## config.mk

```make
export PLATFORM = sky130hd
export DESIGN_NAME = crn_norm
export DESIGN_NICKNAME = d
export VERILOG_FILES = /design/src/hw/rtl/crn_pkg.sv /design/src/hw/rtl/crn_norm.sv
export SDC_FILE = /design/constraint.sdc
export NUM_CORES = 2
export LEC_CHECK = 0
export BUFFER_PORTS_ARGS = -buffer_cell sky130_fd_sc_hd__clkbuf_2
export CAP_MARGIN = 30
export CELL_PAD_IN_SITES_DETAIL_PLACEMENT = 1
export CELL_PAD_IN_SITES_GLOBAL_PLACEMENT = 1
export CORE_UTILIZATION = 36
export DETAILED_ROUTE_END_ITERATION = 8
export GPL_ROUTABILITY_DRIVEN = 0
export PLACE_DENSITY = 0.67
export SETUP_SLACK_MARGIN = 0.4
export SLEW_MARGIN = 20
export SYNTH_ARGS = -nofsm -noshare
export SYNTH_HDL_FRONTEND = slang
export SYNTH_SLANG_ARGS = --single-unit
```

## constraint.sdc

```tcl
create_clock -name i_clk -period 6.4 [get_ports i_clk]
set_input_delay 0.64 -clock i_clk [delete_from_list [all_inputs] [get_ports i_clk]]
set_output_delay 0.64 -clock i_clk [all_outputs]
set_load 0.005 [all_outputs]
```

## src/hw/rtl/crn_pkg.sv

```systemverilog
`default_nettype none

package crn_pkg;

    // Fixed network output size
    localparam int OUT_W = 192;
    localparam int OUT_H = 256;

    // Default frame store geometry
    localparam int FRAME_MAX_W_DEF = 512;
    localparam int FRAME_MAX_H_DEF = 512;

    // Configuration port widths
    localparam int CFG_IDX_W  = 3;
    localparam int CFG_DATA_W = 21;

    // floor(a / 3) = (a * RECIP3) >> RECIP3_SH for a below 2^23
    localparam logic [23:0] RECIP3    = 24'd11184811;
    localparam int          RECIP3_SH = 25;

    // Channel statistics, scaled by 1000
    localparam longint MEAN_R = 123675;
    localparam longint MEAN_G = 116280;
    localparam longint MEAN_B = 103530;
    localparam longint SD_R   = 58395;
    localparam longint SD_G   = 57120;
    localparam longint SD_B   = 57375;

    typedef enum logic [CFG_IDX_W-1:0] {
        REG_FRAME_W  = 3'd0,
        REG_FRAME_H  = 3'd1,
        REG_CROP_CX  = 3'd2,
        REG_CROP_CY  = 3'd3,
        REG_CROP_W   = 3'd4,
        REG_CROP_H   = 3'd5
    } t_reg_idx;

    typedef struct packed {
        logic [9:0]         frame_w;
        logic [9:0]         frame_h;
        logic signed [20:0] ccx;
        logic signed [20:0] ccy;
        logic [20:0]        cw;
        logic [20:0]        chh;
    } t_cfg;

    localparam t_cfg CFG_RESET = '{
        frame_w: 10'd512,
        frame_h: 10'd512,
        ccx:     21'sd262144,
        ccy:     21'sd262144,
        cw:      21'd196608,
        chh:     21'd262144
    };

    // Sample position handed from the coordinate pipe to the store
    typedef struct packed {
        logic               v;
        logic               wr;
        logic [8:0]         cx;
        logic [8:0]         cy;
        logic [23:0]        rgb;
        logic signed [15:0] x0;
        logic signed [15:0] y0;
        logic [4:0]         fx;
        logic [4:0]         fy;
    } t_pos;

    // Four neighbours with their weights, one per bank
    typedef struct packed {
        logic             v;
        logic [7:0]       ox;
        logic [7:0]       oy;
        logic [3:0][10:0] w;
        logic [3:0][23:0] pix;
    } t_tap;

    typedef struct packed {
        logic [7:0]         out_x;
        logic [7:0]         out_y;
        logic signed [15:0] red_norm;
        logic signed [15:0] green_norm;
        logic signed [15:0] blue_norm;
    } t_res;

    typedef logic signed [15:0] t_lut [256];

    // Normalisation table per channel, evaluated at elaboration
    function automatic t_lut build_lut(input int ch);
        t_lut   lut;
        longint n;
        longint q;
        for (int v = 0; v < 256; v++) begin
            case (ch)
                0: begin
                    n = 4096 * (1000 * longint'(v) - MEAN_R);
                    q = (n >= 0) ? (2 * n + SD_R) / (2 * SD_R)
                                 : -((-2 * n + SD_R) / (2 * SD_R));
                end
                1: begin
                    n = 4096 * (1000 * longint'(v) - MEAN_G);
                    q = (n >= 0) ? (2 * n + SD_G) / (2 * SD_G)
                                 : -((-2 * n + SD_G) / (2 * SD_G));
                end
                default: begin
                    n = 4096 * (1000 * longint'(v) - MEAN_B);
                    q = (n >= 0) ? (2 * n + SD_B) / (2 * SD_B)
                                 : -((-2 * n + SD_B) / (2 * SD_B));
                end
            endcase
            if (q > 32767) begin
                q = 32767;
            end
            if (q < -32768) begin
                q = -32768;
            end
            lut[v] = 16'(q);
        end
        return lut;
    endfunction

    localparam t_lut NORM_LUT_R = build_lut(0);
    localparam t_lut NORM_LUT_G = build_lut(1);
    localparam t_lut NORM_LUT_B = build_lut(2);

endpackage

`default_nettype wire

```

## src/hw/rtl/crn_norm.sv

```systemverilog
`default_nettype none

module crn_norm (
    input  wire logic          i_clk,
    input  wire logic          i_rst_n,
    input  wire logic          i_adv,
    input  wire crn_pkg::t_tap i_tap,
    output crn_pkg::t_res      o_res,
    output logic               o_valid
);
    import crn_pkg::*;

    logic [19:0] acc [3];
    logic [19:0] rnd [3];

    logic        r6_v;
    logic [7:0]  r6_ox;
    logic [7:0]  r6_oy;
    logic [7:0]  r6_val [3];

    t_res        r_res;
    logic        r_out_v;

    // Weighted 2x2 sum per channel, rounded back to 8 bits
    always_comb begin
        for (int ch = 0; ch < 3; ch++) begin
            acc[ch] = '0;
            for (int b = 0; b < 4; b++) begin
                acc[ch] = acc[ch]
                        + 20'(i_tap.pix[b][(2 - ch) * 8 +: 8]) * 20'(i_tap.w[b]);
            end
            rnd[ch] = acc[ch] + 20'd512;
        end
    end

    always_ff @(posedge i_clk) begin
        if (!i_rst_n) begin
            r6_v <= 1'b0;
        end else if (i_adv) begin
            r6_v <= i_tap.v;
        end
    end

    always_ff @(posedge i_clk) begin
        if (i_adv) begin
            r6_ox <= i_tap.ox;
            r6_oy <= i_tap.oy;
            for (int ch = 0; ch < 3; ch++) begin
                r6_val[ch] <= rnd[ch][17:10];
            end
        end
    end

    // Output register: mean/deviation tables
    always_ff @(posedge i_clk) begin
        if (!i_rst_n) begin
            r_out_v <= 1'b0;
        end else if (i_adv) begin
            r_out_v <= r6_v;
        end
    end

    always_ff @(posedge i_clk) begin
        if (i_adv) begin
            r_res.out_x      <= r6_ox;
            r_res.out_y      <= r6_oy;
            r_res.red_norm   <= NORM_LUT_R[r6_val[0]];
            r_res.green_norm <= NORM_LUT_G[r6_val[1]];
            r_res.blue_norm  <= NORM_LUT_B[r6_val[2]];
        end
    end

    assign o_res   = r_res;
    assign o_valid = r_out_v;

endmodule

`default_nettype wire

```

# [Word-level counts from Yosys, hierarchy flattened]
# Memory sizes are Yosys's and may differ from the RTL's. A register that Yosys moved wholly into a read port is not among the register bits.
# Cells that the tools add are included.
[word_totals] mem_bits_ro=12288 n_memories=4 input_bits=160 regBits=34 elab_cells=39 output_inout_bits=65 mem_bits_rw=24
[mem_list] name="(no name shown)" depth=256 width=16 rd=1 rd_clocked_by_memory_dff=1 wr=0 line="crn_norm.sv:69" rtl="r_res.blue_norm <= NORM_LUT_B[r6_val[2]];"
[mem_list] name="(no name shown)" depth=256 width=16 rd=1 rd_clocked_by_memory_dff=1 wr=0 line="crn_norm.sv:68" rtl="r_res.green_norm <= NORM_LUT_G[r6_val[1]];"
[mem_list] name="(no name shown)" depth=256 width=16 rd=1 rd_clocked_by_memory_dff=1 wr=0 line="crn_norm.sv:67" rtl="r_res.red_norm <= NORM_LUT_R[r6_val[0]];"
[mem_list] name="r6_val" depth=3 width=8 rd=3 rd_clocked_by_memory_dff=0 wr=3 line="crn_norm.sv:19" rtl="logic [7:0] r6_val [3];"
[classes] multipliers=12 add_sub_neg=12 n_bitwise=3 n_mux=2
[ops] cell="$mul 8x11->18" n=12
[ops] cell="$add 18x18->18" n=9
[ops] cell="$add 18x10->18 const B" n=3
[ops] cell="$not 8->9" n=3
[ops] cell="$mux 1" n=2

# [Longest topological paths before layout]
[depth] ltp_word=5 ltp_mapped=25

# [Worst setup path before layout]
# Ideal clock, no wire load.
[synth_path] path_type="in2reg" start="in i_tap[16] (netlist name)" end="mem r6_val[0][5] (data pin)" path_stages=20 setup_ps=262 path_buffers=1 slack_ps=-491 arrival_ps=6628 cell_sequence="clkbuf_1 and2_1 fa_1 inv_1 fa_1 fa_1 fa_1 inv_1 fa_1 fa_1 fa_1 fa_1 ha_1 and3_1 a31o_2 a21oi_1 a21boi_0 a311oi_1 o21bai_1 xor2_1"
[synth_lines] item="start, declared" line="crn_norm.sv:7" rtl="input wire crn_pkg::t_tap i_tap,"
[synth_lines] item="end, declared" line="crn_norm.sv:19"

==> impl_metrics.ini <==
[clock_network]
cts_tree = yes
clock_tree.root_cell = clkbuf_16
clock-sinks = 103
clk_pin_slew_worst_paths_ns = 0.08
clk_latency_ns = 0.43
clk_path_buf_depth = 2
htreeDepth = 3
cts_made_buffers = 9

[timing]
max-slew-margin-rel_pct = 35.6
worstMarginPinSlew_ns = 0.966
hold_violations = 0
fin_crit_sh_pct = 103
fin_ws_ns = -0.219
rsz0062_at_grt = yes
slew_viol_final = 0
setup_viol = 21
fin_skew_ns = 0.0227
clock.fmax_mhz = 151
period_minus_slack_ns = 6.62

[grt]
grt_first_pass_wirelength_um = 253000
grt_overflow = 0
first_global_vias = 43539
track_usage_pct = 25.0
grt_antenna_before_repair = 22
grt_max_degree = 88

[drt]
viasPerCell = 5.23
route.detailed.drc = 0
drt_first_iter_violations = 2715
num_vias = 39666
ant_nets = 0
first_pass_iters = 6
wl_um = 165000
wl_per_cell_um = 21.8

[final_layout]
fin_util_pct = 41.5
nNetsFinal = 7287
fin_area_mm2 = 0.0539
area_growth_pct = 14.1
final_cells = 7591
drive_above_1_share_pct = 15.2

[outcome]
failed_checks = negative setup slack
status = finished, violations left

[run]
drv_cap = 0

[floorplan]
die_w_um = 364
core_mm2 = 0.130
rows = 132
die_height_um = 364
die-area_mm2 = 0.133
start_util_pct = 36.4
io_pins = 225

[placed_design]
place_ws_ns = -0.875
hpwl_um = 135000
place_inst = 7537
postPlaceCellArea_mm2 = 0.0525
portBuffers = 224

[worst_setup_path]
crit_type = primary input to flip-flop
critPathArrivalTime_ns = 6.78
worst_ep_required_time_ns = 6.56
crit_fanout = 7
endpoint_kind = flip-flop
start_kind = primary input

[logic_synthesis]
yosys-top-cells-count = inv_1, fa_1, nand2_1
ys_top_cells_by_area = fa_1, ha_1, inv_1
yosysMostFrequentCell = inv_1
synth_top_area_cell = fa_1
syn_area_mm2 = 0.0472
syn-num-nets = 7013
ys_warn_count = 0
netlist.area_leader.share_pct = 37.9
synth.distinct_cells = 88
avgSynthCellArea_um2 = 8.50
synth_seq_cells = 103
syn-instance-count = 5560
synth_edf_count = 101
synth_flop_cell = edfxtp_1
yosysSeqAreaShare_pct = 6.50
async_flop_share_pct = 0

[hold_path]
hp-class = primary input to flip-flop
sequential cells by signal, indices dropped and copies added, names as in the netlist:
register and cells:
o_res 61, r6_val 24, r6_ox 8, r6_oy 8
o_valid 1, r6_v 1
cell families after synthesis:
group                      count (synthesis)  synth area share (%)
muxes                                     62                  2.10
DFF                                      103                  6.50
and+or+nand+nor                         1687                  17.8
AOI/OAI and AO/OA                        834                  11.1
xor gates and xnor gates                  99                  1.84
adders and majority gates               1295                  48.5
buffers and inverters                   1480                  12.2
area by class of cell:
cell class,count,area [µm²]
sequential,103,3070
tap,1742,2180
antenna,10,25.0
multi-input combinational,3977,39000
clock buffer,9,225
fill,15506,75900
timing repair buffer,668,5300
clock inverter,7,76.3
inverter,1075,4040
routing by layer:
layer	up-vias	share of wire [%]	track usage, %
met5	-	0.091	0
met4	22	3.6	8.90
met3	234	4.5	2.69
met2	954	52	44.8
met1	20570	40	30.7
li1	17886	-	-
cells in the final DEF (no fill, tap or decap), drive strengths merged, types with 9 or more instances in the layout:
cell type and count:
inv 1072, fa 894, nand2 657, and2 623
buf 463, ha 399, a21oi 236, o21ai 226
clkbuf 214, nor2 189, edfxtp 101, xnor2 76
a211oi 58, o211ai 49, nor2b 49, nor3 42
nand2b 38, a31oi 37, nand3 32, mux4 29
mux2i 25, xor2 23, a21o 22, o22ai 22
o221ai 18, o31ai 17, a311oi 17, o311ai 16
a211o 14, and3 13, diode 10, o21a 10
nand4 9, a22oi 9, o2111ai 9, a221oi 9
critical path, cell delays in order:
cell      delay [ns]
clkbuf_2        0.18
and2_1          0.22
fa_1            0.55
inv_1           0.05
fa_1            0.53
fa_1            0.48
fa_1            0.54
inv_1           0.06
fa_1            0.55
fa_1            0.43
fa_1            0.51
fa_1            0.41
ha_1            0.30
and3_1          0.17
a221o_1         0.40
a211oi_4        0.32
o21ai_2         0.11
a21oi_2         0.20
xnor2_2         0.11
per-stage QoR:
| step | hold slack, ns | TNS [ns] |
|---|---|---|
| final | 0.398 | -2.54 |
| after global routing | 0.370 | -5.52 |
| after CTS | 0.358 | -1.75 |
| after detailed placement | 0.406 | -17.29 |
| after global placement | 0.401 | -14.71 |
| after floorplan | 0.400 | -1.29 |
path summary, 6_finish.rpt:
kind / startpoint / end / slack (ns) / cells after the start
worst max register to register: r6_val[0][16] / o_res[0] / 2.09 / 9
worst max-delay path: i_tap[83] / r6_val[0][15] / -0.22 / 19
worst min-delay path: i_tap[145] / r6_oy[5] / 0.40 / 1
worst min register to register: r6_ox[2] / o_res[58] / 0.42 / 0
repair_timing:
action | 4_1_cts | 5_1_grt
hold buffers | 0 | 0
endpoints found under the setup margin | 24 | 24
gates cloned | 1 | 5
gates resized for setup | 106 | 135
pin swaps | 55 | 52
buffers inserted | 10 | 12
Power is not shown: default switching activity piles up to over one toggle a cycle in this logic, so the estimate is an artifact.
