==> src/hw/rtl/crn_pkg.sv <==
`default_nettype none

package crn_pkg;

    // Fixed network output size
    localparam int OUT_W = 192;
    localparam int OUT_H = 256;

    // Default frame store geometry
    localparam int FRAME_MAX_W_DEF = 512;
    localparam int FRAME_MAX_H_DEF = 512;

    // Configuration port widths
    localparam int CFG_IDX_W  = 3;
    localparam int CFG_DATA_W = 21;

    // floor(a / 3) = (a * RECIP3) >> RECIP3_SH for a below 2^23
    localparam logic [23:0] RECIP3    = 24'd11184811;
    localparam int          RECIP3_SH = 25;

    // Channel statistics, scaled by 1000
    localparam longint MEAN_R = 123675;
    localparam longint MEAN_G = 116280;
    localparam longint MEAN_B = 103530;
    localparam longint SD_R   = 58395;
    localparam longint SD_G   = 57120;
    localparam longint SD_B   = 57375;

    typedef enum logic [CFG_IDX_W-1:0] {
        REG_FRAME_W  = 3'd0,
        REG_FRAME_H  = 3'd1,
        REG_CROP_CX  = 3'd2,
        REG_CROP_CY  = 3'd3,
        REG_CROP_W   = 3'd4,
        REG_CROP_H   = 3'd5
    } t_reg_idx;

    typedef struct packed {
        logic [9:0]         frame_w;
        logic [9:0]         frame_h;
        logic signed [20:0] ccx;
        logic signed [20:0] ccy;
        logic [20:0]        cw;
        logic [20:0]        chh;
    } t_cfg;

    localparam t_cfg CFG_RESET = '{
        frame_w: 10'd512,
        frame_h: 10'd512,
        ccx:     21'sd262144,
        ccy:     21'sd262144,
        cw:      21'd196608,
        chh:     21'd262144
    };

    // Sample position handed from the coordinate pipe to the store
    typedef struct packed {
        logic               v;
        logic               wr;
        logic [8:0]         cx;
        logic [8:0]         cy;
        logic [23:0]        rgb;
        logic signed [15:0] x0;
        logic signed [15:0] y0;
        logic [4:0]         fx;
        logic [4:0]         fy;
    } t_pos;

    // Four neighbours with their weights, one per bank
    typedef struct packed {
        logic             v;
        logic [7:0]       ox;
        logic [7:0]       oy;
        logic [3:0][10:0] w;
        logic [3:0][23:0] pix;
    } t_tap;

    typedef struct packed {
        logic [7:0]         out_x;
        logic [7:0]         out_y;
        logic signed [15:0] red_norm;
        logic signed [15:0] green_norm;
        logic signed [15:0] blue_norm;
    } t_res;

    typedef logic signed [15:0] t_lut [256];

    // Normalisation table per channel, evaluated at elaboration
    function automatic t_lut build_lut(input int ch);
        t_lut   lut;
        longint n;
        longint q;
        for (int v = 0; v < 256; v++) begin
            case (ch)
                0: begin
                    n = 4096 * (1000 * longint'(v) - MEAN_R);
                    q = (n >= 0) ? (2 * n + SD_R) / (2 * SD_R)
                                 : -((-2 * n + SD_R) / (2 * SD_R));
                end
                1: begin
                    n = 4096 * (1000 * longint'(v) - MEAN_G);
                    q = (n >= 0) ? (2 * n + SD_G) / (2 * SD_G)
                                 : -((-2 * n + SD_G) / (2 * SD_G));
                end
                default: begin
                    n = 4096 * (1000 * longint'(v) - MEAN_B);
                    q = (n >= 0) ? (2 * n + SD_B) / (2 * SD_B)
                                 : -((-2 * n + SD_B) / (2 * SD_B));
                end
            endcase
            if (q > 32767) begin
                q = 32767;
            end
            if (q < -32768) begin
                q = -32768;
            end
            lut[v] = 16'(q);
        end
        return lut;
    endfunction

    localparam t_lut NORM_LUT_R = build_lut(0);
    localparam t_lut NORM_LUT_G = build_lut(1);
    localparam t_lut NORM_LUT_B = build_lut(2);

endpackage

`default_nettype wire

==> src/hw/rtl/crn_if.sv <==
`default_nettype none


// Register write channel
interface crn_cfg_if;
    import crn_pkg::*;
    logic                  valid;
    logic                  ready;
    logic [CFG_IDX_W-1:0]  index;
    logic [CFG_DATA_W-1:0] data;
    modport source (output valid, index, data, input ready);
    modport sink   (input valid, index, data, output ready);
endinterface

`default_nettype wire

==> src/hw/rtl/crn_regs.sv <==
`default_nettype none

module crn_regs (
    input  wire logic    i_clk,
    input  wire logic    i_rst_n,
    crn_cfg_if.sink      i_cfg,
    output crn_pkg::t_cfg o_cfg
);
    import crn_pkg::*;

    t_cfg r_cfg;

    // Writes are taken every cycle
    assign i_cfg.ready = 1'b1;
    assign o_cfg       = r_cfg;

    always_ff @(posedge i_clk) begin
        if (!i_rst_n) begin
            r_cfg <= CFG_RESET;
        end else if (i_cfg.valid && i_cfg.ready) begin
            case (i_cfg.index)
                REG_FRAME_W: begin
                    r_cfg.frame_w <= i_cfg.data[9:0];
                end
                REG_FRAME_H: begin
                    r_cfg.frame_h <= i_cfg.data[9:0];
                end
                REG_CROP_CX: begin
                    r_cfg.ccx <= $signed(i_cfg.data);
                end
                REG_CROP_CY: begin
                    r_cfg.ccy <= $signed(i_cfg.data);
                end
                REG_CROP_W: begin
                    r_cfg.cw <= i_cfg.data;
                end
                REG_CROP_H: begin
                    r_cfg.chh <= i_cfg.data;
                end
                default: begin
                end
            endcase
        end
    end

endmodule

`default_nettype wire

==> src/flat_wrapper.sv <==
// flat-port wrapper written by rule: the top's interface ports become plain ports
module crn_regs_flat import crn_pkg::*;
  (i_clk, i_rst_n, o_cfg, i_cfg_valid, i_cfg_index, i_cfg_data, i_cfg_ready);
  crn_cfg_if i_cfg_i ();
  input  wire logic i_clk;
  input  wire logic i_rst_n;
  output crn_pkg::t_cfg o_cfg;
  input wire logic [$bits(i_cfg_i.valid)-1:0] i_cfg_valid;
  input wire logic [$bits(i_cfg_i.index)-1:0] i_cfg_index;
  input wire logic [$bits(i_cfg_i.data)-1:0] i_cfg_data;
  output wire logic [$bits(i_cfg_i.ready)-1:0] i_cfg_ready;
  assign i_cfg_i.valid = i_cfg_valid;
  assign i_cfg_i.index = i_cfg_index;
  assign i_cfg_i.data = i_cfg_data;
  assign i_cfg_ready = i_cfg_i.ready;
  crn_regs u_core (.i_clk(i_clk), .i_rst_n(i_rst_n), .i_cfg(i_cfg_i), .o_cfg(o_cfg));
endmodule
==> config.mk <==
export PLATFORM = sky130hd
export DESIGN_NAME = crn_regs_flat
export DESIGN_NICKNAME = d
export VERILOG_FILES = /design/src/hw/rtl/crn_pkg.sv /design/src/hw/rtl/crn_if.sv /design/src/hw/rtl/crn_regs.sv /design/src/flat_wrapper.sv
export SDC_FILE = /design/constraint.sdc
export NUM_CORES = 1
export LEC_CHECK = 0
export ABC_AREA = 1
export BUFFER_PORTS_ARGS = -buffer_cell sky130_fd_sc_hd__buf_2
export CORE_ASPECT_RATIO = 1.1
export CORE_MARGIN = 2
export CORE_UTILIZATION = 50
export CTS_CLUSTER_DIAMETER = 40
export CTS_CLUSTER_SIZE = 30
export DETAILED_ROUTE_END_ITERATION = 12
export PLACE_DENSITY_LB_ADDON = 0.12
export SLEW_MARGIN = 20
export SYNTH_ARGS = -nofsm -noshare
export SYNTH_HDL_FRONTEND = slang
export SYNTH_SLANG_ARGS = --single-unit
==> constraint.sdc <==
create_clock -name i_clk -period 1.09 [get_ports i_clk]
set_clock_uncertainty 0.15 [all_clocks]
set_input_delay 0.109 -clock i_clk [delete_from_list [all_inputs] [get_ports i_clk]]
set_output_delay 0.109 -clock i_clk [all_outputs]
set_load 0.05 [all_outputs]
# == After elaboration in Yosys (flattened, before gate mapping) ==
# Index checks and enable logic that the tools add are counted.
# totals
register_bits,104
inputBits,27
output_inout_bits,105
elab_cells,18
# classes
n_eq_ne,5
n_reduce_logical,7
# ops
cell,count
AND reduction 2 bit,6
"== test 3 x 2 -> 1 bit, second input constant",2
"== test 3 bit, second input constant",2
"== test 3 x 1 -> 1 bit, second input constant",1
logical NOT 3 bit,1

# == Logic depth before layout (Yosys ltp) ==
# depth
depth_word,2
mapped_depth,6
depth_no_buf,5

# == Worst setup path after synthesis ==
# Ideal clock, no wire load.
# synth_timing
kind,register -> register
start,register u_core.o_cfg[18] (netlist name)
end,register u_core.r_cfg (netlist bit u_core.o_cfg[18])
t_arrival_ns,0.838
t_required_ns,0.876
path_slack_ns,0.038
stages_incl_launch_ff,3
n_path_buf,0
period_less_slack_ns,1.052
path_cell_list,dfxtp_1 > o21ai_0 > nand3_1
# synth_rtl
item,line,text
"end, declared",crn_regs.sv:11,t_cfg r_cfg;

# == Worst setup path in the final report ==
# layout_timing
start,register u_core.r_cfg (netlist bit u_core.o_cfg[8])
end,output port o_cfg[8] in the netlist's numbering
# layout_rtl
item,line,text
"end, declared",flat_wrapper.sv:7,output crn_pkg::t_cfg o_cfg;
# No word-level cell between the ends.

==> results.sh <==
export IMPL_largest_reg_flops=104
export IMPL_min_to="u_core.o_cfg[40]$_SDFFE_PN0P_"
export IMPL_min_period_over_period_pct=106
export IMPL_die_area_sq_mm=0.00902
export IMPL_drcViolationCount=0
export IMPL_setup_violations=104
export IMPL_worst_slack_ns=-0.0644
export IMPL_grt_max_degree=55
export IMPL_worstHoldStart="i_cfg_data[19]"
export IMPL_netlist_area_leader_share_pct=50.3
export IMPL_gp_congestion=0.874
export IMPL_clock_latency_ns=0.36
export IMPL_synthCells=601
export IMPL_rr_endpoint="u_core.o_cfg[0]$_SDFFE_PN0P_"
export IMPL_crit_required_ns=0.83
export IMPL_syn_nets=628
export IMPL_layout_drive_gt1_share_pct=38.9
export IMPL_path_cells="buf_8"
export IMPL_synthTopCellsByCount="nor2_1, nand2_1, dfxtp_1"
export IMPL_area_delta_synth_final_pct=60.2
export IMPL_power_density_mw_per_mm2=1350
export IMPL_drt_iter0_drc=319
export IMPL_reg2reg_depth=3
export IMPL_io_buffers=130
export IMPL_ys_flop_type="dfxtp_1"
export IMPL_reg2reg_slack_ns=0.19
export IMPL_start_util_pct=52.0
export IMPL_finalHoldViolations=0
export IMPL_critPathBufInv=1
export IMPL_grt_ovfl_total=0
export IMPL_rows=34
export IMPL_worst_path_max_fanout=2
export IMPL_min_path_type="in2reg"
export IMPL_dp_hpwl_um=8000
export IMPL_grt_pass1_wl_um=20900
export IMPL_path_class="reg2out"
export IMPL_core_area_sq_mm=0.00796
export IMPL_maxCapViolCount=0
export IMPL_critical_path_max_stage_delay_ns=0.38
export IMPL_yosysSeqAreaShare_pct=50.3
export IMPL_drt_total_wl_um=14100
export IMPL_final_cell_area_sq_mm=0.00663
export IMPL_crit_family="flip-flops"
export IMPL_failed_checks="negative setup slack"
export IMPL_drv_slew=0
export IMPL_die_w_um=90.8
export IMPL_antenna_found_initial=0
export IMPL_synth_edff_count=0
export IMPL_finalNetCount=775
export IMPL_cts_buffer_depth=2
export IMPL_worst_endpoint_arrival_ns=0.90
export IMPL_wl_per_cell_um=16.4
export IMPL_critPathSlowestCell="dfxtp_2"
export IMPL_postSynth_asyncResetShare_pct=0
export IMPL_ant_nets=0
export IMPL_yosys_register_bits=104
export IMPL_netlist_top_cells_area="dfxtp_1, nor2_1, nand3_1"
export IMPL_die_h_um=99.4
export IMPL_yosysTopAreaCell="dfxtp_1"
export IMPL_ys_types=13
export IMPL_irDropWorstVdd_v=0.00112
export IMPL_fin_crit_ns=1.15
export IMPL_status="finished, violations left"
export IMPL_place_ws_ns=-0.117
export IMPL_dpl_cell_area_sq_mm=0.00504
export IMPL_grt_pass1_vias=4313
export IMPL_rsz0062_at_grt="true"
export IMPL_grt_usage_pct=29.1
export IMPL_syn_avg_cell_area_sq_um=6.89
export IMPL_viasPerCell=5.31
export IMPL_cts_sinks=104
export IMPL_cp_end_kind="output pin"
export IMPL_synth_area_sq_mm=0.00414
export IMPL_cts_max_level=3
export IMPL_cts_buffers_inserted=9
export IMPL_yosys_warnings=0
export IMPL_tritoncts="built"
export IMPL_antenna_cells=0
export IMPL_numPlacedInstances=824
export IMPL_leakagePower_nw=3.01
export IMPL_stdcell_count=861
export IMPL_hold_depth=5
export IMPL_firstDrtPassIters=5
export IMPL_path_clk_slew_ns=0.10
export IMPL_cts_root_buffer="clkbuf_8"
export IMPL_crit_reg2reg_launch="u_core.o_cfg[0]$_SDFFE_PN0P_"
export IMPL_io_pins=132
export IMPL_vias=4576
export IMPL_synthMostInstantiatedCell="nor2_1"
export IMPL_max_freq_mhz=866
export IMPL_startpoint_type="flop"
==> worst min-delay path, cell delays in order <==
cell and delay, ns:
buf_2 0.07, inv_1 0.09, nand3_1 0.11, nand2_1 0.04, nor2_1 0.06
==> metal layers <==
layer | track usage, % | share of wire [%] | wire length, um
met3 | 4.92 | 6.4 | 903
met5 | 0 | 0 | 0
met1 | 33.2 | 36 | 5090
met4 | 15.5 | 3.9 | 548
met2 | 52.1 | 54 | 7560
==> cell type report <==
| class | instances | area, sq um |
|---|---|---|
| Clock buffer | 11 | 141 |
| Tap cell | 108 | 135 |
| Multi-Input combinational cell | 430 | 1770 |
| Timing Repair Buffer | 177 | 2140 |
| Sequential cell | 104 | 2210 |
| Clock inverter | 5 | 128 |
| Inverter | 26 | 97.6 |
| Fill cell | 484 | 1330 |
==> worst max path at each step <==
stage | from | end | slack (ns) | cells after the start
global placement | i_cfg_index[0] | u_core.o_cfg[34]$_SDFFE_PN0P_ | -0.07 | 7
finish | u_core.o_cfg[8]$_SDFFE_PN0P_ | o_cfg[8] | -0.06 | 1
CTS | u_core.o_cfg[95]$_SDFFE_PN0P_ | o_cfg[95] | -0.06 | 1
floorplan | u_core.o_cfg[18]$_SDFFE_PN1P_ | u_core.o_cfg[18]$_SDFFE_PN1P_ | 0.04 | 2
detailed placement | i_cfg_index[0] | u_core.o_cfg[21]$_SDFFE_PN0P_ | -0.12 | 7
global route | u_core.o_cfg[13]$_SDFFE_PN0P_ | o_cfg[13] | -0.08 | 1
==> power breakdown <==
part           internal, mW  total (mW)  switching [mW]
clock                  1.82        3.14            1.32
sequential             3.96        4.08           0.125
combinational         0.662        1.72            1.06
total                  6.44        8.94            2.50
==> metrics by stage <==
stage	utilization [%]	setup TNS (ns)	hold WS, ns	power, mW
global placement	63.4	-4.85	0.177	5.44
detailed placement	63.4	-7.11	0.186	5.45
finish	83.3	-4.09	0.0101	8.94
floorplan	-	0	0.0722	5.05
global route	83.3	-6.63	0.0583	9.23
CTS	80.6	-4.74	0.000965	8.82
==> layout by cell type, fill, tap and decap left out, types with 3 or more instances in the layout <==
cell and count:
buf_2 25, buf_12 8, buf_8 82, clkbuf_8 10, nand3_1 103, buf_6 25, nand2_1 119, dfxtp_2 103
bufinv_16 4, inv_1 23, nor2_2 5, buf_4 23, inv_2 3, nor2_1 198, dlygate4sd3_1 12
==> timing repair <==
item                                   CTS  global route
cloned                                   0             2
setup buffers                            2             5
hold buffers                            12             0
endpoints found under the hold margin   25             0
resized for setup                      362            41
setup endpoints to repair              104           148
==> logic make-up (layout without fill, tap and decap cells) <==
logic type | after synthesis | count (layout) | share of synthesized area [%]
other | 1 | 1 | 0.0906
buffers and inverters | 67 | 219 | 7.26
AOI/OAI and AO/OA | 2 | 2 | 0.242
and+or+nand+nor | 427 | 427 | 42.1
DFF | 104 | 104 | 50.3
Note: power is estimated with default switching activity, not from simulation.
