===== config.mk =====
export PLATFORM = sky130hd
export DESIGN_NAME = crn_coord
export DESIGN_NICKNAME = d
export VERILOG_FILES = /design/src/hw/rtl/crn_pkg.sv /design/src/hw/rtl/crn_coord.sv
export SDC_FILE = /design/constraint.sdc
export NUM_CORES = 2
export LEC_CHECK = 0
export ABC_AREA = 0
export CORE_ASPECT_RATIO = 1.5
export CORE_UTILIZATION = 55
export DETAILED_ROUTE_END_ITERATION = 10
export DONT_BUFFER_PORTS = 1
export PLACE_DENSITY = 0.73
export SYNTH_ARGS = -nofsm -noshare
export SYNTH_HDL_FRONTEND = slang
export SYNTH_SLANG_ARGS = --single-unit

===== constraint.sdc =====
create_clock -name i_clk -period 14.64 [get_ports i_clk]
set_input_delay 0.732 -clock i_clk [delete_from_list [all_inputs] [get_ports i_clk]]
set_output_delay 0.732 -clock i_clk [all_outputs]
set_load 0.02 [all_outputs]

===== src/hw/rtl/crn_pkg.sv =====
`default_nettype none

package crn_pkg;

    // Fixed network output size
    localparam int OUT_W = 192;
    localparam int OUT_H = 256;

    // Default frame store geometry
    localparam int FRAME_MAX_W_DEF = 512;
    localparam int FRAME_MAX_H_DEF = 512;

    // Configuration port widths
    localparam int CFG_IDX_W  = 3;
    localparam int CFG_DATA_W = 21;

    // floor(a / 3) = (a * RECIP3) >> RECIP3_SH for a below 2^23
    localparam logic [23:0] RECIP3    = 24'd11184811;
    localparam int          RECIP3_SH = 25;

    // Channel statistics, scaled by 1000
    localparam longint MEAN_R = 123675;
    localparam longint MEAN_G = 116280;
    localparam longint MEAN_B = 103530;
    localparam longint SD_R   = 58395;
    localparam longint SD_G   = 57120;
    localparam longint SD_B   = 57375;

    typedef enum logic [CFG_IDX_W-1:0] {
        REG_FRAME_W  = 3'd0,
        REG_FRAME_H  = 3'd1,
        REG_CROP_CX  = 3'd2,
        REG_CROP_CY  = 3'd3,
        REG_CROP_W   = 3'd4,
        REG_CROP_H   = 3'd5
    } t_reg_idx;

    typedef struct packed {
        logic [9:0]         frame_w;
        logic [9:0]         frame_h;
        logic signed [20:0] ccx;
        logic signed [20:0] ccy;
        logic [20:0]        cw;
        logic [20:0]        chh;
    } t_cfg;

    localparam t_cfg CFG_RESET = '{
        frame_w: 10'd512,
        frame_h: 10'd512,
        ccx:     21'sd262144,
        ccy:     21'sd262144,
        cw:      21'd196608,
        chh:     21'd262144
    };

    // Sample position handed from the coordinate pipe to the store
    typedef struct packed {
        logic               v;
        logic               wr;
        logic [8:0]         cx;
        logic [8:0]         cy;
        logic [23:0]        rgb;
        logic signed [15:0] x0;
        logic signed [15:0] y0;
        logic [4:0]         fx;
        logic [4:0]         fy;
    } t_pos;

    // Four neighbours with their weights, one per bank
    typedef struct packed {
        logic             v;
        logic [7:0]       ox;
        logic [7:0]       oy;
        logic [3:0][10:0] w;
        logic [3:0][23:0] pix;
    } t_tap;

    typedef struct packed {
        logic [7:0]         out_x;
        logic [7:0]         out_y;
        logic signed [15:0] red_norm;
        logic signed [15:0] green_norm;
        logic signed [15:0] blue_norm;
    } t_res;

    typedef logic signed [15:0] t_lut [256];

    // Normalisation table per channel, evaluated at elaboration
    function automatic t_lut build_lut(input int ch);
        t_lut   lut;
        longint n;
        longint q;
        for (int v = 0; v < 256; v++) begin
            case (ch)
                0: begin
                    n = 4096 * (1000 * longint'(v) - MEAN_R);
                    q = (n >= 0) ? (2 * n + SD_R) / (2 * SD_R)
                                 : -((-2 * n + SD_R) / (2 * SD_R));
                end
                1: begin
                    n = 4096 * (1000 * longint'(v) - MEAN_G);
                    q = (n >= 0) ? (2 * n + SD_G) / (2 * SD_G)
                                 : -((-2 * n + SD_G) / (2 * SD_G));
                end
                default: begin
                    n = 4096 * (1000 * longint'(v) - MEAN_B);
                    q = (n >= 0) ? (2 * n + SD_B) / (2 * SD_B)
                                 : -((-2 * n + SD_B) / (2 * SD_B));
                end
            endcase
            if (q > 32767) begin
                q = 32767;
            end
            if (q < -32768) begin
                q = -32768;
            end
            lut[v] = 16'(q);
        end
        return lut;
    endfunction

    localparam t_lut NORM_LUT_R = build_lut(0);
    localparam t_lut NORM_LUT_G = build_lut(1);
    localparam t_lut NORM_LUT_B = build_lut(2);

endpackage

`default_nettype wire


===== src/hw/rtl/crn_coord.sv =====
`default_nettype none

module crn_coord #(
    parameter int FRAME_MAX_W = crn_pkg::FRAME_MAX_W_DEF,
    parameter int FRAME_MAX_H = crn_pkg::FRAME_MAX_H_DEF
) (
    input  wire logic          i_clk,
    input  wire logic          i_rst_n,
    input  wire logic          i_adv,
    input  wire logic          i_take,
    input  wire logic          i_func,
    input  wire logic [8:0]    i_coord_x,
    input  wire logic [8:0]    i_coord_y,
    input  wire logic [23:0]   i_rgb,
    input  wire crn_pkg::t_cfg i_cfg,
    output crn_pkg::t_pos      o_pos
);
    import crn_pkg::*;

    typedef struct packed {
        logic        v;
        logic        wr;
        logic [8:0]  cx;
        logic [8:0]  cy;
        logic [23:0] rgb;
    } t_meta;

    // Stage 1 registers
    t_meta              r1_meta;
    logic [28:0]        r1_px;
    logic [28:0]        r1_py;
    logic signed [21:0] r1_hx;
    logic signed [31:0] r1_by;
    // Stage 2 registers
    t_meta              r2_meta;
    logic [46:0]        r2_m;
    logic [28:0]        r2_px;
    logic signed [21:0] r2_hx;
    logic signed [24:0] r2_yf;
    // Stage 3 register
    t_pos               r_pos;

    logic               in_ok;
    logic signed [22:0] dx2;
    logic signed [21:0] hx_q;
    logic signed [21:0] n_hx;
    logic signed [31:0] n_by;
    logic signed [31:0] ny;
    logic signed [23:0] qy;
    logic               up_y;
    logic signed [24:0] n_yf;
    logic [21:0]        q3;
    logic [28:0]        rem29;
    logic [7:0]         rem;
    logic               up_x;
    logic [21:0]        qx;
    logic signed [23:0] xs;

    // Items dropped at entry: computes off the output grid, writes off the store
    always_comb begin
        if (i_func) begin
            in_ok = (int'(i_coord_x) < OUT_W) && (int'(i_coord_y) < OUT_H);
        end else begin
            in_ok = (int'(i_coord_x) < FRAME_MAX_W) && (int'(i_coord_y) < FRAME_MAX_H);
        end
    end

    // Stage 1: crop left edge rounded half to even, products with output coordinate
    always_comb begin
        dx2  = $signed({i_cfg.ccx[20], i_cfg.ccx, 1'b0}) - $signed({2'b00, i_cfg.cw});
        hx_q = dx2[22:1];
        n_hx = hx_q + $signed({21'b0, dx2[0] & hx_q[0]});
        n_by = $signed({{3{i_cfg.ccy[20]}}, i_cfg.ccy, 8'b0})
             - $signed({4'b0, i_cfg.chh, 7'b0});
    end

    always_ff @(posedge i_clk) begin
        if (!i_rst_n) begin
            r1_meta.v <= 1'b0;
        end else if (i_adv) begin
            r1_meta.v <= i_take && in_ok;
        end
    end

    always_ff @(posedge i_clk) begin
        if (i_adv) begin
            r1_meta.wr  <= !i_func;
            r1_meta.cx  <= i_coord_x;
            r1_meta.cy  <= i_coord_y;
            r1_meta.rgb <= i_rgb;
            r1_px       <= 29'(i_cfg.cw) * 29'(i_coord_x[7:0]);
            r1_py       <= 29'(i_cfg.chh) * 29'(i_coord_y[7:0]);
            r1_hx       <= n_hx;
            r1_by       <= n_by;
        end
    end

    // Stage 2: divide-by-3 reciprocal product, y rounded to 1/32 pixel
    always_comb begin
        ny   = r1_by + $signed({3'b0, r1_py});
        qy   = ny[31:8];
        up_y = (ny[7:0] > 8'd128) || ((ny[7:0] == 8'd128) && qy[0]);
        n_yf = $signed({qy[23], qy}) + 25'sd16 + $signed({24'b0, up_y});
    end

    always_ff @(posedge i_clk) begin
        if (!i_rst_n) begin
            r2_meta.v <= 1'b0;
        end else if (i_adv) begin
            r2_meta.v <= r1_meta.v;
        end
    end

    always_ff @(posedge i_clk) begin
        if (i_adv) begin
            r2_meta.wr  <= r1_meta.wr;
            r2_meta.cx  <= r1_meta.cx;
            r2_meta.cy  <= r1_meta.cy;
            r2_meta.rgb <= r1_meta.rgb;
            r2_m        <= 47'(r1_px[28:6]) * 47'(RECIP3);
            r2_px       <= r1_px;
            r2_hx       <= r1_hx;
            r2_yf       <= n_yf;
        end
    end

    // Stage 3: remainder of /192, round half to even, split into cell and fraction
    always_comb begin
        q3    = r2_m[RECIP3_SH +: 22];
        rem29 = r2_px - {q3, 7'b0} - 29'({q3, 6'b0});
        rem   = rem29[7:0];
        up_x  = (rem > 8'd96) || ((rem == 8'd96) && q3[0]);
        qx    = q3 + {21'b0, up_x};
        xs    = $signed({{2{r2_hx[21]}}, r2_hx}) + 24'sd16 + $signed({2'b00, qx});
    end

    always_ff @(posedge i_clk) begin
        if (!i_rst_n) begin
            r_pos.v <= 1'b0;
        end else if (i_adv) begin
            r_pos.v <= r2_meta.v;
        end
    end

    always_ff @(posedge i_clk) begin
        if (i_adv) begin
            r_pos.wr  <= r2_meta.wr;
            r_pos.cx  <= r2_meta.cx;
            r_pos.cy  <= r2_meta.cy;
            r_pos.rgb <= r2_meta.rgb;
            r_pos.x0  <= $signed({{2{xs[23]}}, xs[23:10]});
            r_pos.fx  <= xs[9:5];
            r_pos.y0  <= $signed({r2_yf[24], r2_yf[24:10]});
            r_pos.fy  <= r2_yf[9:5];
        end
    end

    assign o_pos = r_pos;

endmodule

`default_nettype wire


### Word level (Yosys, flattened, before mapping)

Cells that the tools add are included.
W data, S select, Z words.

| word-level totals | value |
|---|---|
| register bits | 385 |
| latch bits | 0 |
| bits in writable memories | 0 |
| memory bits (read-only) | 0 |
| input bits | 151 |
| output and inout bits | 86 |
| word-level logic and storage cells | 56 |
| memories | 0 |

| cells by class | value |
|---|---|
| add/sub/neg operators | 11 |
| multiply operators | 3 |
| divide/modulo/power cells | 0 |
| $lt $le $gt $ge | 4 |
| equal/unequal tests | 2 |
| shifts and indexed selects | 0 |
| multiplexer cells | 1 |
| bitwise gates (word level) | 1 |
| reduce and logical (&&, ||, !) cells | 7 |

Operators by type and width:

| operator | count |
|---|---|
| $mul A21 B8 Y29 | 2 |
| $mul A23 B24 Y47 const B | 1 |
| $add A32 B30 Y32 | 1 |
| $sub A29 B29 Y30 | 1 |
| $add A24 B6 Y25 const B | 1 |
| $add A25 B2 Y25 | 1 |
| $add A23 B23 Y24 | 1 |
| $add A22 B6 Y23 const B | 1 |
| $sub A22 B22 Y23 | 1 |
| $add A22 B1 Y22 | 1 |
| $add A22 B2 Y22 | 1 |
| $sub A8 B8 Y8 | 2 |
| $lt A9 B8 Y1 const B | 1 |
| $lt A9 B9 Y1 const B | 1 |
| $eq A8 B7 Y1 const B | 1 |
| $eq A8 B8 Y1 const B | 1 |
| $gt A8 B7 Y1 const B | 1 |
| $gt A8 B8 Y1 const B | 1 |
| $logic_and A1 B1 Y1 | 4 |
| $logic_or A1 B1 Y1 | 2 |
| $and A1 B1 Y1 | 1 |
| $logic_not A1 Y1 | 1 |
| $mux W1 | 1 |

### Longest topological paths before layout

| depth | value |
|---|---|
| word-level depth | 7 |
| gate-level depth with buffers | 25 |
| gate-level depth less buffers | 25 |

### Worst setup path before layout

OpenSTA, ideal clock, no wires.

| path | value |
|---|---|
| path kind | flip-flop to flip-flop |
| start point | reg r1_px[27] |
| end point | reg r2_m[46], data pin |
| library setup time | 264 ps |
| arrival time | 6299 ps |
| data required time | 14376 ps |
| setup slack | 8077 ps |
| stages on the path, launching flop included | 26 |
| buffers on the path | 0 |
| period minus slack after synthesis | 6563 ps |
| cells stage by stage | edfxtp_1 > ha_1 > inv_1 > fa_1 > inv_1 > fa_1 > inv_1 > fa_1 > inv_1 > fa_1 > inv_1 > fa_1 > fa_1 > inv_1 > ha_1 > nand2_1 > nor2_1 > a211oi_1 > o211ai_1 > a311o_1 > a21oi_1 > o21ai_1 > a221oi_4 > o32ai_1 > o41ai_2 > xnor2_1 |

| between the ends | value |
|---|---|
| word-level cells in the longest chain between the ends | 1 |

Ends and longest elaborated chain:

| element | line | RTL |
|---|---|---|
| start: declaration | crn_coord.sv:30 | `logic [28:0] r1_px;` |
| start signal: assignment | crn_coord.sv:91 | `r1_px <= 29'(i_cfg.cw) * 29'(i_coord_x[7:0]);` |
| $mul A23 B24 Y47 | crn_coord.sv:120 | `r2_m <= 47'(r1_px[28:6]) * 47'(RECIP3);` |
| end signal: assignment | crn_coord.sv:120 |  |
| end: declaration | crn_coord.sv:36 | `logic [46:0] r2_m;` |

Every way passes these cells.
A chain may end at the register's enable or synchronous reset.

### Worst setup path in the final report

| path | value |
|---|---|
| start point | reg r1_px[16] |
| end point | reg r2_m[45], data pin |

Same word-level chain as after synthesis.

==> results.toml <==
[outcome]
status = "complete, no violations"

[die]
core_area_mm2 = 0.0588
die_height_um = 300
fp-row-count = 109
top_ports = 237
fp.dieArea_mm2 = 0.0603
floorplan.initialDensity_pct = 55.5
die_width_um = 201

[synth]
synth.largest_area_cell = "edfxtp_1"
leading_post_synthesis_cells_by_cell_area = "edfxtp_1 31%, fa_1 23%, ha_1 15%"
syn_inst = 2988
ys_ff_latch = 339
synth_cell_type_count = 90
synth-warning-count = 0
synth_largest_type_area_fraction_pct = 30.9
async_reset_ff_share_pct = 0
synth_sequential_area_ratio_pct = 31.1
commonest_register_cell_after_synthesis = "edfxtp_1"
synth.cells.most_frequent = "529 x inv_1, 388 x ha_1, 374 x fa_1, 336 x edfxtp_1, 262 x nand2_1"
netlist_area_mm2 = 0.0326
edff_count_synth = 336
postSynthAreaPerCell_um2 = 10.9
most_frequent_cell_after_synthesis = "inv_1"
synth_fp_nets = 3901

[worst_setup_path]
startpoint_type = "register"
timing.critical_path.arrival_ns = 8.12
worstReg2RegEnd = "r2_m[45]"
wp_data_required_ns = 14.95
crit_fanout = 5
cp-end-kind = "register"
ff2ff_setup_slack_ns = 6.84
timing.reg2reg.worst_path_depth = 21
crit-reg2reg-launch = "r1_px[16]"
critPathKind = "reg2reg"

[sta]
setup_viol = 0
grt_setup_unrepaired = "no"
finalSetupTns_ns = 0
period_minus_slack_ns = 7.80
slew_violations = 0
slew-limit-headroom_pct = 42.2
clock-skew-final_ns = 0.0183
min_period_over_period_pct = 53.3
fmax_ghz = 0.128
hold_violations = 0
worst_slew_pin_slew_ns = 0.859

[detailed_routing]
routedWlPerCell_um = 18.4
routed_wl_mm = 69.5
antenna_violating_nets_post_route = 0
vias = 21100
post_drt_via_cell_ratio = 5.60
drc = 0
detailedRoute.firstIterationViolations = 835
router_iterations_before_antenna_repair = 5

[min_path]
timing.hold.worst_endpoint = "r1_meta[41]"
hold_path_depth = 0
hp-class = "in2reg"
min_from = "i_coord_x[8]"

[clocking]
cts_made_buffers = 36
clock_tree.buffer_depth = 3
cts.hold.buffers_added = 0
insertion_delay_ns = 0.57
cts.htree.levels = 2
cts_repair_resize_count = 0
cts-root-buf = "clkbuf_16"
tritoncts = "done"
cts_post_setup_buffers_inserted = 0
numClockSinks = 339
clk_pin_slew_worst_paths_ns = 0.06

[place]
placed_cell_area_mm2 = 0.0333
dpl.hpwl_mm = 55.5
io_buffers = 0
gp_congestion = 0.927

[global_route]
grt_pass1_wl_mm = 112
antenna_violations_before_repair = 0
global_route.overflow_total = 0
grt_start_max_net_pins = 341
via_count_of_the_first_global_routing_pass = 22600
gr-usage-all-layers_pct = 23.5

[final_layout]
design.final.nets = 3877
insertedDiodeCount = 0
flow.area_growth_from_synthesis_pct = 5.92
final_design_area_no_fill_mm2 = 0.0345
drive_gt1_share_pct = 3.28

[run]
max_cap_viol_count = 0
## area by class of cell
type                            count  area, um^2
Tap cell                          777         972
Fill cell                        4817       24200
Clock inverter                     24         259
Multi-Input combinational cell   2056       20200
Clock buffer                       40         937
Sequential cell                   339       10100
Timing Repair Buffer                2        15.0
Inverter                          529        1990
## through the flow
step	worst slack, ns	util, %	hold slack, ns	instances
2_1_floorplan	8.08	-	0.400	2988
3_3_place_gp	7.10	56.7	0.401	3703
3_5_place_dp	6.89	56.7	0.405	3703
4_1_cts	6.90	58.8	0.215	3767
5_1_grt	6.48	58.8	0.231	3767
6_report	6.84	58.8	0.255	3767
## worst max path at each step
stage / cells after the start / from / end
final: 21 / r1_px[16] / r2_m[45]
after global routing: 21 / r1_px[8] / r2_m[45]
after CTS: 21 / r1_px[16] / r2_m[45]
after detailed placement: 21 / r1_px[16] / r2_m[45]
after global placement: 21 / r1_px[16] / r2_m[45]
after floorplan: 25 / r1_px[27] / r2_m[46]
## critical path: stages, from the launching register on
cell      delay, ns
edfxtp_1       0.50
ha_1           0.39
fa_1           0.57
fa_1           0.54
fa_1           0.66
inv_1          0.09
fa_1           0.55
inv_1          0.06
fa_1           0.53
inv_1          0.06
fa_1           0.53
inv_1          0.04
ha_1           0.30
o211ai_1       0.09
o21ai_0        0.68
o2111a_1       0.29
a21oi_1        0.10
o21ai_1        0.39
a221oi_4       0.16
o32ai_1        0.63
o22ai_1        0.22
xnor2_1        0.16
## layer usage
layer | vias up | track usage (%) | routed length [um]
li1 | 9826 | - | -
met1 | 10500 | 24.6 | 24700
met2 | 603 | 45.3 | 38000
met3 | 206 | 3.51 | 3320
met4 | 0 | 12.0 | 3490
met5 | - | 0 | 0
## cells by family (layout without fill, tap and decap cells)
family	count (synthesis)	in the layout	synth area share, %
mux	7	7	0.215
simple gates	738	738	11.4
fa+ha+maj	762	762	37.8
compound gates	375	375	7.91
xor+xnor	174	174	4.67
flops	339	339	31.1
buf+inv	593	595	6.87
## sequential cells by signal, indices dropped and copies added, names as in the netlist
signal,cells
r2_px,7
r1_px,29
r2_m,23
r1_meta,44
r1_py,22
r2_yf,20
r1_hx,22
r2_hx,22
r2_meta,44
o_pos,83
r1_by,23
## cell usage in the layout (no fill, tap or decap), types with 7 or more instances in the layout
| cell | n |
|---|---|
| ha_1 | 388 |
| a31oi_1 | 9 |
| nand2b_1 | 11 |
| nor3_1 | 33 |
| o21bai_1 | 11 |
| edfxtp_1 | 336 |
| nor2b_1 | 24 |
| nor2_1 | 120 |
| nand2_1 | 262 |
| o21ai_0 | 61 |
| xor2_1 | 59 |
| or3_1 | 8 |
| or2_2 | 11 |
| o211ai_1 | 7 |
| a21o_1 | 51 |
| a211oi_1 | 17 |
| inv_6 | 7 |
| inv_1 | 529 |
| and2_1 | 170 |
| a21oi_1 | 102 |
| nor3b_1 | 8 |
| mux2i_1 | 7 |
| xnor2_1 | 115 |
| o21a_1 | 30 |
| o31ai_1 | 8 |
| clkbuf_16 | 37 |
| fa_1 | 374 |
| and3_1 | 18 |
| a211o_1 | 7 |
| nand3_1 | 41 |
| nand4_1 | 9 |
Power is left out: the tool's default activity adds up to more than one toggle a clock period on the data nets, which glitch-free logic cannot reach.
